==> src/sdfv_pkg.sv <==
package sdfv_pkg;

  localparam int GRID_RES_DEF = 64;
  localparam int COORD_W = 18;
  localparam int POS_W   = 31;   // grid_min + 1023*step fits
  localparam int DIFF_W  = 32;
  localparam int MAG_W   = 31;
  localparam int SQ_W    = 64;
  localparam int ROOT_W  = 32;
  localparam int SQRT_STAGES = ROOT_W;
  localparam int DIV_Q_W = 18;   // quotient bits for all four divider lanes
  localparam int FIELD_ONE  = 65536;
  localparam int FIELD_HALF = 32768;
  localparam int GRAD_ONE   = 16384;

  typedef enum logic [2:0] {
    REG_CENTER_X  = 3'd0,
    REG_CENTER_Y  = 3'd1,
    REG_CENTER_Z  = 3'd2,
    REG_INNER_R   = 3'd3,
    REG_FALLOFF   = 3'd4,
    REG_GRID_MIN  = 3'd5,
    REG_GRID_STEP = 3'd6
  } reg_idx_t;

  typedef struct packed {
    logic [5:0] index_x;
    logic [5:0] index_y;
    logic [5:0] index_z;
  } in_req_t;

  typedef struct packed {
    logic [16:0]        field_value;
    logic signed [15:0] grad_x;
    logic signed [15:0] grad_y;
    logic signed [15:0] grad_z;
    logic               at_center;
  } out_res_t;

  // Payload carried beside the arithmetic through the square-root cell chain.
  typedef struct packed {
    logic                     vld;
    logic [2:0]               neg;      // sign of dx,dy,dz
    logic [2:0][MAG_W-1:0]    mag;      // |dx|,|dy|,|dz|
    logic                     zero;     // S == 0
  } side_t;

endpackage

==> src/sdfv_div_cell.sv <==
// One quotient bit of four parallel restoring divides sharing a stage.
// Lanes 0..2 divide gradient numerators by 2d, lane 3 the field numerator by 2r2.
module sdfv_div_cell
  import sdfv_pkg::*;
#(
  parameter int STAGE = 0,
  parameter int NUM_W = 50,
  parameter int DEN_W = 34
) (
  input  logic                          clk,
  input  logic                          rst_n,
  input  logic [3:0][NUM_W-1:0]         num_i,
  input  logic [3:0][DEN_W-1:0]         den_i,
  input  logic [3:0][DIV_Q_W-1:0]       quo_i,
  input  logic [7:0]                    tag_i,
  input  logic                          vld_i,
  output logic [3:0][NUM_W-1:0]         num_o,
  output logic [3:0][DEN_W-1:0]         den_o,
  output logic [3:0][DIV_Q_W-1:0]       quo_o,
  output logic [7:0]                    tag_o,
  output logic                          vld_o
);
  localparam int SH = DIV_Q_W - 1 - STAGE;

  logic [3:0][NUM_W-1:0]   num_nxt;
  logic [3:0][DIV_Q_W-1:0] quo_nxt;
  logic [NUM_W-1:0]        trial;

  always_comb begin
    for (int l = 0; l < 4; l++) begin
      trial = NUM_W'(den_i[l]) << SH;
      if (num_i[l] >= trial) begin
        num_nxt[l] = num_i[l] - trial;
        quo_nxt[l] = {quo_i[l][DIV_Q_W-2:0], 1'b1};
      end else begin
        num_nxt[l] = num_i[l];
        quo_nxt[l] = {quo_i[l][DIV_Q_W-2:0], 1'b0};
      end
    end
  end

  always_ff @(posedge clk) begin
    if (!rst_n) begin
      vld_o <= 1'b0;
    end else begin
      vld_o <= vld_i;
    end
    num_o <= num_nxt;
    den_o <= den_i;
    quo_o <= quo_nxt;
    tag_o <= tag_i;
  end
endmodule

==> config.mk <==
export PLATFORM = sky130hd
export DESIGN_NAME = sdfv_div_cell
export DESIGN_NICKNAME = d
export VERILOG_FILES = /design/src/sdfv_pkg.sv /design/src/sdfv_div_cell.sv
export SDC_FILE = /design/constraint.sdc
export NUM_CORES = 1
export LEC_CHECK = 0
export BUFFER_PORTS_ARGS = -buffer_cell sky130_fd_sc_hd__buf_2
export CORE_AREA = 3 3 329 331
export CTS_BUF_LIST = sky130_fd_sc_hd__clkbuf_8
export CTS_CLUSTER_DIAMETER = 120
export DETAILED_ROUTE_END_ITERATION = 7
export DIE_AREA = 0 0 332 334
export SYNTH_ARGS = -nofsm -noshare
export SYNTH_HDL_FRONTEND = slang
export SYNTH_SLANG_ARGS = --single-unit
==> constraint.sdc <==
create_clock -name clk -period 3.75 [get_ports clk]
set_input_delay 0.1875 -clock clk [delete_from_list [all_inputs] [get_ports clk]]
set_output_delay 0.1875 -clock clk [all_outputs]
set_load 0.05 [all_outputs]
# Yosys cells after proc, flatten, opt, wreduce, memory -nomap -nowiden

Index checks and enable logic that the tools add are counted.

Add/sub/neg operators: 4
$lt $le $gt $ge: 4
Mux-type cells: 8

Operators by type and width:

| kind                               | number |
|---|---|
| greater-or-equal comparator 50 bit | 4 |
| two-way mux 50 bit                 | 4 |
| subtractor 50 bit                  | 4 |
| two-way mux 1 bit                  | 4 |

Flip-flop bits (word level): 417
Word-level logic and storage cells: 30

# Depth between registers and ports, before layout

Word-level depth: 2
Depth in mapped cells: 15
Mapped depth without buffers: 12

# Least setup slack after synthesis

No wires, ideal clock.

Path type: input -> register
From: input port den_i[6] in the netlist's numbering
To: register num_o[26] in the netlist's numbering
Setup time: 0.121 ns
Arrival: 2.613 ns
Required time: 3.629 ns
Path slack: 1.016 ns
Cell stages on the path: 14
Buffers on the path: 3
Cell sequence: inv_1 -> ha_1 -> buf_2 -> a211o_1 -> o311ai_2 -> a31oi_1 -> o211ai_2 -> a21oi_2 -> nor3_4 -> or2_1 -> buf_6 -> inv_6 -> buf_6 -> mux2_4

RTL lines:

| what                 | RTL line            | source |
|---|---|---|
| from (decl)          | sdfv_div_cell.sv:13 | `input logic [3:0][DEN_W-1:0] den_i,` |
| to (signal assigned) | sdfv_div_cell.sv:48 | `num_o <= num_nxt;` |
| to (decl)            | sdfv_div_cell.sv:17 | `output logic [3:0][NUM_W-1:0] num_o,` |

==> results_dict.tcl <==
set metrics [dict create \
    grt_use_total_pct 15.5 \
    cts_tree "built" \
    grt_max_degree 60 \
    wirelength_um 89900 \
    synthCells 1819 \
    avgViaCountPerCell 4.14 \
    place_area_um2 23400 \
    hold_end "quo_o[69]" \
    globalRouteOverflowTotal 0 \
    synth_nets 2374 \
    p_leak_nw 14.1 \
    drv_cap 0 \
    crit_cells 13 \
    hold_viol 0 \
    place_hpwl_um 72500 \
    cpPeakStageDelay_ns 0.61 \
    worst_hold_slack_ns 0.131 \
    startpoint_type "primary input" \
    synthToLayoutAreaGrowth_pct 68.2 \
    rows 119 \
    dp_slack_ns -0.184 \
    cts_made_buffers 78 \
    holdCritStartpoint "quo_i[68]" \
    path_cells "dlygate4sd3_1, buf_2, ha_1, inv_1, nor4b_1, nand4_1, nor4_1, a31oi_1, nand2_1, nor3_4, or2_1, inv_6, mux2_2" \
    cts_sinks 417 \
    dieWidth_um 332 \
    io_pins 836 \
    drtPass1Iterations 7 \
    synth_edf_count 0 \
    synth.area.top_cells "dfxtp_1, ha_1, a21oi_1, o21ai_0, inv_1" \
    cp-end-kind "register" \
    gp_congestion 0.943 \
    numPortBuffers 831 \
    die_area_um2 111000 \
    synth_common_cells "dfxtp_1, inv_1, a21oi_1" \
    fmax_mhz 271 \
    htree_levels 3 \
    vias 18981 \
    synth.yosys.seq_area_share_pct 47.8 \
    worst_pin_slew_ns 1.00 \
    wire_per_inst_um 19.6 \
    ys_ff_latch 417 \
    drtIter0Drc 1223 \
    cts_resized 0 \
    drtAntennaViolNets 0 \
    min_path_type "primary input to register" \
    critPathKind "primary input to register" \
    worstPathArrival_ns 4.26 \
    relSlewSlack_pct 32.5 \
    drv_slew 0 \
    finish.utilization_pct 27.8 \
    root_buffer "clkbuf_8" \
    irDropWorstVdd_uv 306 \
    grt_pass1_wl_um 127000 \
    yosysTopAreaCellShare_pct 47.8 \
    drc_errors 0 \
    period_share_pct 98.3 \
    synth_ff_type "dfxtp_1" \
    antenna_found_initial 39 \
    synth_area_um2 17400 \
    postLayoutCellArea_um2 29400 \
    async_flop_share_pct 0 \
    clock_path_buffers 3 \
    rsz0062_at_grt "false" \
    layout_setup_ws_ns 0.0644 \
    postSynthAreaPerCell_um2 9.59 \
    cp.buffers_inverters 4 \
    path_max_fanout 28 \
    setup_violations 0 \
    p_per_area_nw_per_um2 498 \
    die_h_um 334 \
    nNetsFinal 3679 \
    min_period_ns 3.69 \
    cp_slowest_cell "nor4b_1" \
    crit_required_ns 4.33 \
    yosysWarnings 0 \
    clkTransAtPathRegs_ns 0.06 \
    grt_pass1_vias 19099 \
    synth_area_leader_cell "dfxtp_1" \
    worstHoldPathCells 2 \
    initial_utilization_pct 16.6 \
    status "finished, final reports clean" \
    synth.distinct_cells 77 \
    drive_gt1_share_pct 32.6 \
    synthMostInstantiatedCell "dfxtp_1" \
    core_um2 105000 \
    critical_path.top_delay_family "simple AND/OR/NAND/NOR gates" \
]
[registers in the layout, summed over array words and instances, names as in the netlist]
register,cells
num_o,200
den_o,136
quo_o,72
tag_o,8
vld_o,1
[worst max-delay path by stage]
stage / start / endpoint / slack, ns
CTS: num_i[27] / num_o[22] / 0.04
floorplan: den_i[6] / num_o[26] / 1.02
global route: den_i[10] / num_o[20] / 0.07
global placement: den_i[10] / num_o[23] / -0.21
detailed placement: den_i[10] / num_o[21] / -0.18
finish: num_i[27] / num_o[21] / 0.06
[cell usage in the layout, fill, tap and decap left out, types with 17 or more instances in the layout]
master and count:
nor4_1 17, nand2b_1 19, dlygate4sd3_1 414, xor2_1 48, buf_4 32, o21ai_0 120, mux2_4 19, o31ai_1 20
o21a_1 25, clkbuf_8 95, nor2_1 99, buf_2 831, ha_1 132, dfxtp_1 417, nor3_1 27, inv_1 175
a21oi_1 143, nand3_1 30, a21o_1 56, xnor2_1 61, nand2_1 137, nand4_1 22
[metal layers]
metal	global-route usage (%)	share of wire, %	up-vias
li1	-	-	8991
met1	18.4	40	8819
met2	24.9	45	947
met3	5.45	9.9	204
met4	7.49	5.1	20
met5	0	0.15	-
[final cells by class]
| class | instances | area, um^2 |
|---|---|---|
| timing repair buffer | 1279 | 8580 |
| antenna | 13 | 32.5 |
| tap | 1391 | 1740 |
| clock inverter | 46 | 454 |
| multi-input combinational | 1188 | 8280 |
| fill | 11110 | 76100 |
| sequential | 417 | 8350 |
| clock buffer | 95 | 1310 |
| inverter | 160 | 606 |
[logic make-up (layout without fill, tap and decap cells)]
| kind of cell | count (synthesis) | count (layout) | synth area share (%) |
|---|---|---|---|
| XOR/XNOR | 109 | 109 | 5.47 |
| multiplexers | 39 | 39 | 2.92 |
| adder cells (fa/ha/maj) | 136 | 136 | 9.93 |
| other | 0 | 13 | 0 |
| AND/OR/NAND/NOR | 408 | 408 | 11.1 |
| flip-flops | 417 | 417 | 47.8 |
| buffers and inverters | 214 | 1580 | 4.82 |
| AO/OA/AOI/OAI | 496 | 496 | 17.9 |
[metrics by stage]
step / TNS, ns / power [mW] / std cells
after floorplan: 0 / 7.90 / 1819
after global placement: -4.90 / 9.24 / 4021
after detailed placement: -3.91 / 9.26 / 4021
after CTS: 0 / 14.8 / 4576
after global routing: 0 / 15.3 / 4578
final: 0 / 14.6 / 4589
[what timing repair did]
item | 4_1_cts | 5_1_grt
hold buffers | 414 | 0
setup buffers | 0 | 0
hold endpoints to repair | 413 | 0
[power breakdown]
group | internal [mW] | total [mW] | switching, mW
Combinational | 1.47 | 4.56 | 3.10
Sequential | 4.86 | 4.99 | 0.129
Clock | 2.87 | 5.05 | 2.18
Total | 9.20 | 14.6 | 5.41
(Power assumes the default switching activity.)
