$ cat config.mk
export PLATFORM = sky130hd
export DESIGN_NAME = sdfv_sqrt_cell
export DESIGN_NICKNAME = d
export VERILOG_FILES = /design/src/sdfv_pkg.sv /design/src/sdfv_sqrt_cell.sv
export SDC_FILE = /design/constraint.sdc
export NUM_CORES = 1
export LEC_CHECK = 0
export ABC_CLOCK_PERIOD_IN_PS = 5320
export BUFFER_PORTS_ARGS = -buffer_cell sky130_fd_sc_hd__buf_2
export CAP_MARGIN = 20
export CELL_PAD_IN_SITES_DETAIL_PLACEMENT = 0
export CELL_PAD_IN_SITES_GLOBAL_PLACEMENT = 1
export CORE_AREA = 3 3 151 153
export CTS_BUF_LIST = sky130_fd_sc_hd__clkbuf_8
export DETAILED_ROUTE_END_ITERATION = 8
export DIE_AREA = 0 0 154 156
export HOLD_SLACK_MARGIN = 0.12
export PLACE_DENSITY = 0.7
export SLEW_MARGIN = 10
export SYNTH_ARGS = -nofsm -noshare
export SYNTH_HDL_FRONTEND = slang
export SYNTH_SLANG_ARGS = --single-unit
$ cat constraint.sdc
create_clock -name clk -period 5.32 [get_ports clk]
set_input_delay 1.064 -clock clk [delete_from_list [all_inputs] [get_ports clk]]
set_output_delay 1.064 -clock clk [all_outputs]
set_load 0.02 [all_outputs]
$ cat src/sdfv_pkg.sv
package sdfv_pkg;

  localparam int GRID_RES_DEF = 64;
  localparam int COORD_W = 18;
  localparam int POS_W   = 31;   // grid_min + 1023*step fits
  localparam int DIFF_W  = 32;
  localparam int MAG_W   = 31;
  localparam int SQ_W    = 64;
  localparam int ROOT_W  = 32;
  localparam int SQRT_STAGES = ROOT_W;
  localparam int DIV_Q_W = 18;   // quotient bits for all four divider lanes
  localparam int FIELD_ONE  = 65536;
  localparam int FIELD_HALF = 32768;
  localparam int GRAD_ONE   = 16384;

  typedef enum logic [2:0] {
    REG_CENTER_X  = 3'd0,
    REG_CENTER_Y  = 3'd1,
    REG_CENTER_Z  = 3'd2,
    REG_INNER_R   = 3'd3,
    REG_FALLOFF   = 3'd4,
    REG_GRID_MIN  = 3'd5,
    REG_GRID_STEP = 3'd6
  } reg_idx_t;

  typedef struct packed {
    logic [5:0] index_x;
    logic [5:0] index_y;
    logic [5:0] index_z;
  } in_req_t;

  typedef struct packed {
    logic [16:0]        field_value;
    logic signed [15:0] grad_x;
    logic signed [15:0] grad_y;
    logic signed [15:0] grad_z;
    logic               at_center;
  } out_res_t;

  // Payload carried beside the arithmetic through the square-root cell chain.
  typedef struct packed {
    logic                     vld;
    logic [2:0]               neg;      // sign of dx,dy,dz
    logic [2:0][MAG_W-1:0]    mag;      // |dx|,|dy|,|dz|
    logic                     zero;     // S == 0
  } side_t;

endpackage

$ cat src/sdfv_sqrt_cell.sv
// One digit of a restoring integer square root.
module sdfv_sqrt_cell
  import sdfv_pkg::*;
#(
  parameter int STAGE = 0
) (
  input  logic              clk,
  input  logic              rst_n,
  input  logic [SQ_W-1:0]   rem_i,
  input  logic [ROOT_W-1:0] root_i,
  input  side_t             side_i,
  output logic [SQ_W-1:0]   rem_o,
  output logic [ROOT_W-1:0] root_o,
  output side_t             side_o
);
  localparam int SH = 2 * (ROOT_W - 1 - STAGE);

  logic [SQ_W+1:0]   trial;
  logic [SQ_W-1:0]   rem_nxt;
  logic [ROOT_W-1:0] root_nxt;

  always_comb begin
    // candidate = (4*root + 1) << SH
    trial = (SQ_W+2)'({root_i, 2'b01}) << SH;
    if ({2'b00, rem_i} >= trial) begin
      rem_nxt  = rem_i - trial[SQ_W-1:0];
      root_nxt = {root_i[ROOT_W-2:0], 1'b1};
    end else begin
      rem_nxt  = rem_i;
      root_nxt = {root_i[ROOT_W-2:0], 1'b0};
    end
  end

  always_ff @(posedge clk) begin
    if (!rst_n) begin
      side_o.vld <= 1'b0;
    end else begin
      side_o.vld <= side_i.vld;
    end
    side_o.neg  <= side_i.neg;
    side_o.mag  <= side_i.mag;
    side_o.zero <= side_i.zero;
    rem_o       <= rem_nxt;
    root_o      <= root_nxt;
  end
endmodule

---- Yosys cells after proc, flatten, opt, wreduce, memory -nomap -nowiden ----
Index checks and enable logic that the tools add are counted.
word-level totals
  register bits ........................... 194
  input bits .............................. 196
  output and inout port bits .............. 194
  word-level logic and storage cells ...... 12
operators by class
  $add $sub $neg .......................... 1
  magnitude comparators ................... 1
  mux-type cells .......................... 2
operators by type and width
  kind                                                                    count
  64-bit by 66-bit >= comparator with 1-bit output                        1
  64-bit two-way mux                                                      1
  64-bit by 63-bit subtractor with 64-bit output (second input constant)  1
  1-bit two-way mux                                                       1

---- Depth between registers and ports, before layout ----
Gate-level depths: netlist of run 1.
  depth in word-level cells ............... 2
  mapped depth ............................ 7
  gate-level depth less buffers ........... 7

---- Least setup slack after synthesis of run 1 ----
Ideal clock, no wire load.
  kind .................................... input to register
  from .................................... input rem_i[63]
  to ...................................... register rem_o[62]
  setup time .............................. 0.118 ns
  data arrival time ....................... 2.495 ns
  data required time ...................... 5.202 ns
  slack ................................... 2.707 ns
  cell stages on the path ................. 7
  buffers on the path ..................... 0
  cell sequence ........................... inv_1 > ha_1 > nor4b_2 > nand4_1 > or4_1 > a211o_1 > xnor2_1
on the way
  cells in the longest elaborated chain, start to end .. 2
RTL lines
  element                                           RTL line              source
  start: declaration                                sdfv_sqrt_cell.sv:9   input logic [SQ_W-1:0] rem_i,
  64-bit by 66-bit >= comparator with 1-bit output  sdfv_sqrt_cell.sv:25  if ({2'b00, rem_i} >= trial) begin
  64-bit two-way mux                                sdfv_sqrt_cell.sv:25
  net rem_nxt[62]                                   sdfv_sqrt_cell.sv:19  logic [SQ_W-1:0] rem_nxt;
  end signal: assignment                            sdfv_sqrt_cell.sv:43  rem_o <= rem_nxt;
  end: declaration                                  sdfv_sqrt_cell.sv:12  output logic [SQ_W-1:0] rem_o,
The timed path passes the listed nets, and every way through them passes these cells.
A chain may end at the register's enable or synchronous reset.

---- Worst setup path after layout of run 1 ----
  from .................................... input rem_i[15]
  to ...................................... register rem_o[63]
on the way
  cells in the longest elaborated chain, start to end .. 2
  elaborated cells between the ends (all ways) .. 3
  classes of those cells .................. add/sub (1); order compare (1); mux (1)
RTL lines
  element                                                                                                             RTL line
  64-bit by 63-bit subtractor with 64-bit output or 64-bit by 66-bit >= comparator with 1-bit output (tied branches)  sdfv_sqrt_cell.sv:26, sdfv_sqrt_cell.sv:25
  64-bit two-way mux (*)                                                                                              sdfv_sqrt_cell.sv:25
  net rem_nxt[63]                                                                                                     sdfv_sqrt_cell.sv:19
Mark *: on every way through the listed nets, which the timed path passes. The rest lies on a longest branch.

==> flow_summary.json, run 1 <==
{
  "rsz0062_at_grt": "false",
  "finalSetupViolations": 0,
  "drc": 0,
  "grt_overflow": 0,
  "dr.pass1.iters": 4,
  "synth_warnings": 0,
  "holdBufCountCts": 0,
  "synth-xor-area-share_pct": 0.214,
  "root_buffer": "clkbuf_8",
  "synth.avg_cell_area_um2": 18.3,
  "cellPowerDensity_nw_per_um2": 411,
  "crit_required_ns": 5.66,
  "grt_pass1_vias": 3191,
  "worst_slew_pin_slew_ns": 0.644,
  "switching_share_pct": 26.7,
  "cp-start-kind": "input pin",
  "min_period_over_period_pct": 49.9,
  "cts.path.max_buffers": 2,
  "viasPerCell": 3.47,
  "clkPwrFrac_pct": 34.8,
  "p_int_uw": 2040,
  "drive_gt1_share_pct": 65.4,
  "finalMaxSlewViolations": 0,
  "cts_setup_buffers": 0,
  "critical_path_arrival_ns": 2.99,
  "ios": 390,
  "cts_buffers": 17,
  "ff_latch_area_um2": 3880,
  "finalHoldViolCount": 0,
  "synth-seq-cells": 194,
  "maxCapViolations": 0,
  "path_max_fanout": 3,
  "chipWidth_um": 154,
  "cts.repair.resized": 0,
  "antenna_left": 0,
  "dp.final_hpwl_mm": 12.0,
  "netlist_instances": 224,
  "synth_top_family_by_area": "simple AND/OR/NAND/NOR gates",
  "core_area_um2": 21700,
  "antennaDiodeCount": 0,
  "tns_ns": 0,
  "routed-via-count": 3203,
  "synthTopCellsByArea": "dfxtp_1 (95%), nor4_1 (2.1%), ha_1 (0.61%)",
  "synthMuxAreaShare_pct": 0.244,
  "max_freq_mhz": 377,
  "grt_pass1_wl_mm": 19.6,
  "clk_pin_slew_worst_paths_ns": 0.11,
  "synth-simple-area-share_pct": 3.58,
  "combPwrFrac_pct": 9.7,
  "min_path_type": "in2reg",
  "htreeDepth": 4,
  "yosysSeqAreaShare_pct": 94.9,
  "yosysTopAreaCellShare_pct": 94.9,
  "routed_wl_mm": 14.2,
  "syn_area_um2": 4090,
  "placed_cells_incl_taps": 892,
  "io_buffers": 388,
  "outcome": "finished clean",
  "gp_congestion": 0.774,
  "routedWlPerCell_um": 15.4,
  "synth_top_area_cell": "dfxtp_1",
  "rows": 54,
  "fillers": 2245,
  "total_leakage_power_uw": 0.00344,
  "grt_max_degree": 20,
  "multi_input_area_um2": 199,
  "drt_iter0_markers": 89,
  "dieArea_um2": 24000,
  "area_growth_pct": 66.0,
  "start_util_pct": 18.9,
  "synthAdderAreaFrac_pct": 0.611,
  "final_cells": 924,
  "cts_tree": "yes",
  "antenna_found_initial": 0,
  "switching_power_uw": 746,
  "final_nets": 829,
  "fp.dieH_um": 156,
  "crit_type": "in2reg",
  "netlist-cell-type-count": 12,
  "syn-num-nets": 422,
  "fin_crit_ns": 2.65,
  "synth-compound-area-share_pct": 0.214,
  "sequentialPowerShare_pct": 55.5,
  "vdd_drop_max_uv": 146,
  "cts_sinks": 194,
  "worstSetupEndpointType": "flop",
  "relSlewSlack_pct": 56.7,
  "grt_usage_pct": 11.0
}
placed cells by master, fill, tap and decap left out, types with 3 or more instances in the layout:
cell type and instances:
inv_6 5, inv_1 3, nor4_1 14, dfxtp_1 194, inv_8 3, clkbuf_8 18, buf_2 388, nand4_1 4
cell type report:
cell class | instances | area share, %
Inverter | 3 | 0.166
Clock inverter | 14 | 2.39
Tap cell | 280 | 5.15
Sequential cell | 194 | 57.1
Clock buffer | 18 | 3.65
Timing Repair Buffer | 388 | 28.6
Multi-Input combinational cell | 27 | 2.93
power by group through the flow:
stage	registers (uW)	clock network, uW	logic, uW
finish	1550	971	270
detailed placement	1580	0	273
floorplan	1690	0	5.47
CTS	1550	1010	274
global route	1560	1070	287
global placement	1580	0	271
synthesized netlist by cell type, drive strengths merged:
| master | count |
|---|---|
| dfxtp | 194 |
| nor4 | 14 |
| nand4 | 4 |
| inv | 3 |
| ha | 2 |
| a211o | 1 |
| and2 | 1 |
| mux2i | 1 |
| nor3 | 1 |
| nor4b | 1 |
| or4 | 1 |
| xnor2 | 1 |
cell families (layout without fill, tap and decap cells):
logic type / Yosys count / in the layout
flip-flops: 194 / 194
XOR/XNOR: 1 / 1
adder cells (fa/ha/maj): 2 / 2
multiplexers: 1 / 1
buffers and inverters: 3 / 423
AND/OR/NAND/NOR: 22 / 22
AO/OA/AOI/OAI: 1 / 1
metrics by stage:
step | area, um^2 | util (%) | total power [uW] | setup slack (ns) | hold WS (ns)
finish | 6800 | 31.3 | 2790 | 2.67 | 0.707
global route | 6800 | 31.3 | 2920 | 2.50 | 0.653
CTS | 6800 | 31.3 | 2840 | 2.53 | 0.657
detailed placement | 6390 | 29.4 | 1860 | 2.02 | 1.17
global placement | 6390 | 29.4 | 1850 | 2.08 | 1.17
floorplan | 4090 | - | 1690 | 2.71 | 1.09
final timing paths:
path | from | end | slack (ns) | depth (start not counted)
hold / removal | side_i[85] | side_o[85]$_DFF_P_ | 0.71 | 1
setup / recovery | rem_i[15] | rem_o[63]$_DFF_P_ | 2.67 | 6
layer usage:
layer	track usage, %	wire length, um
met1	12.6	5530
met2	18.7	7210
met3	4.69	1300
met4	3.57	184
met5	0	0
registers in the layout, summed over array words and instances (netlist names):
signal and cells:
side_o 98, rem_o 64, root_o 32
worst max-delay path, cell delays in order:
cell     delay, ns
buf_2         0.12
nor4_1        0.59
nand4_1       0.20
or4_1         0.52
a211o_1       0.36
mux2i_1       0.13
Power figures use the tool's default switching activity.
==> run 2, diff against run 1 <==
- ABC_CLOCK_PERIOD_IN_PS: 5320 -> 2400
- PLACE_DENSITY: 0.7 -> 0.73
- clock period: 5.32 -> 2.4 ns (I/O delays scaled with it)
==> run 2 against run 1 <==
Net effect: critical path depth grew 1; die area is the same; via count grew 27%; combinational power grew to 3.2 times the previous value; final cell count grew 21%; global-route usage grew 1.7 points; critical endpoint unchanged; largest cell class unchanged.
==> flow_summary.json, run 2 (synthesis gave the netlist of run 1 again) <==
{
  "gp_congestion": 0.743,
  "dr.pass1.iters": 4,
  "max_freq_mhz": 422,
  "core_area_um2": 21700,
  "min_path_type": "in2reg",
  "total_leakage_power_uw": 0.00422,
  "grt_use_met1_pct": 12.6,
  "p_total_uw": 6290,
  "start_util_pct": 18.9,
  "multi_input_area_um2": 236,
  "met3_usage_pct": 5.63,
  "routed-via-count": 4054,
  "mostFrequentLayoutCells": "buf_2 (388), dfxtp_1 (194), dlygate4sd3_1 (185)",
  "chipWidth_um": 154,
  "worst_hold_path.num_cells": 1,
  "cellPowerDensity_nw_per_um2": 724,
  "final_cells": 1115,
  "critical_path_arrival_ns": 2.71,
  "grt_usage_pct": 12.7,
  "met2_usage_pct": 23.7,
  "cts_buffers": 17,
  "antenna_left": 0,
  "drive_gt1_share_pct": 51.6,
  "grt_pass1_vias": 4408,
  "min_period_over_period_pct": 98.7,
  "preCtsSetupSlack_ns": -0.151,
  "final_nets": 1019,
  "fp.dieH_um": 156,
  "vdd_drop_max_uv": 401,
  "antenna_found_initial": 0,
  "viasPerCell": 3.64,
  "clk_pin_slew_worst_paths_ns": 0.11,
  "routedWlPerCell_um": 14.7,
  "dp.final_hpwl_mm": 10.8,
  "worst_slew_pin_slew_ns": 0.459,
  "relSlewSlack_pct": 69.1,
  "cp-start-kind": "input pin",
  "maxCapViolations": 0,
  "rsz0062_at_grt": "false",
  "finalMaxSlewViolations": 0,
  "setup_slack_ns": 0.0308,
  "worstSetupEndpointType": "flop",
  "io_buffers": 388,
  "path_max_fanout": 3,
  "fin_util_pct": 40.1,
  "largest_reg_flops": 98,
  "ios": 390,
  "placed_cells_incl_taps": 897,
  "whs_endpoint": "side_o[15]$_DFF_P_",
  "ff_latch_area_um2": 3880,
  "fin_crit_ns": 2.37,
  "cts_setup_buffers": 0,
  "top_register": "side_o",
  "reg_top3": "side_o: 98 flops, rem_o: 64 flops, root_o: 32 flops",
  "fillers": 1972,
  "cts.path.max_buffers": 2,
  "layout_commonest_cell": "buf_2",
  "crit_type": "in2reg",
  "cts_tree": "yes",
  "routed_wl_mm": 16.4,
  "min-delay-start": "side_i[15]",
  "grt_overflow": 0,
  "dieArea_um2": 24000,
  "crit_required_ns": 2.74,
  "rows": 54,
  "finalSetupViolations": 0,
  "area_growth_pct": 112,
  "stdcell_area_um2": 8690,
  "top_usage_layer": "met2",
  "outcome": "finished clean",
  "grt_max_degree": 19,
  "htreeDepth": 4,
  "drc": 0,
  "finalHoldViolCount": 0,
  "root_buffer": "clkbuf_8",
  "drt_iter0_markers": 104,
  "cts_sinks": 194,
  "placedInstanceArea_um2": 6420,
  "grt_pass1_wl_mm": 23.5
}
run 2: through the flow:
stage	TNS [ns]	hold WS [ns]
after CTS	0	0.120
after global placement	-0.308	0.582
after floorplan	0	0.508
final	0	0.171
after detailed placement	-0.282	0.584
after global routing	0	0.123
run 2: worst max-delay path: stages:
cell	delay [ns]
dlygate4sd3_1	0.56
buf_2	0.14
nor4_2	0.27
nand4_1	0.18
or4_1	0.59
a211o_1	0.37
mux2i_1	0.13
run 2: per-layer routing:
metal	up-vias	wire length (um)
li1	1923	-
met4	0	334
met2	224	8870
met5	-	0
met3	27	1450
met1	1880	5740
run 2: final cells by class:
cell class / count / share of cell area, %
diodes: 1 / 0.0288
repair buffers: 578 / 44.1
flip-flops and latches: 194 / 44.7
inverters: 3 / 0.130
well taps: 280 / 4.03
multi-input cells: 27 / 2.72
clock inverters: 14 / 1.45
clock buffers: 18 / 2.85
run 2: where the power goes:
part / internal, uW / leakage (uW) / total [uW] / switching [uW]
Sequential: 3390 / 0.00164 / 3440 / 45.9
Clock: 783 / 0.000195 / 2000 / 1220
Combinational: 433 / 0.00239 / 852 / 418
Total: 4610 / 0.00422 / 6290 / 1680
run 2: what timing repair did:
action,4_1_cts,5_1_grt
gates resized for setup,0,6
setup endpoints to repair,0,2
hold endpoints to repair,175,10
hold buffers,175,10
run 2: worst max path at each step:
stage / to / slack, ns / startpoint / depth (start not counted)
finish: rem_o[63]$_DFF_P_ / 0.03 / rem_i[58] / 7
global route: rem_o[63]$_DFF_P_ / 0.003 / rem_i[2] / 7
CTS: rem_o[62]$_DFF_P_ / 0.03 / rem_i[56] / 7
detailed placement: rem_o[62]$_DFF_P_ / -0.15 / rem_i[29] / 6
global placement: rem_o[62]$_DFF_P_ / -0.15 / rem_i[29] / 6
floorplan: rem_o[62]$_DFF_P_ / 0.37 / rem_i[63] / 7
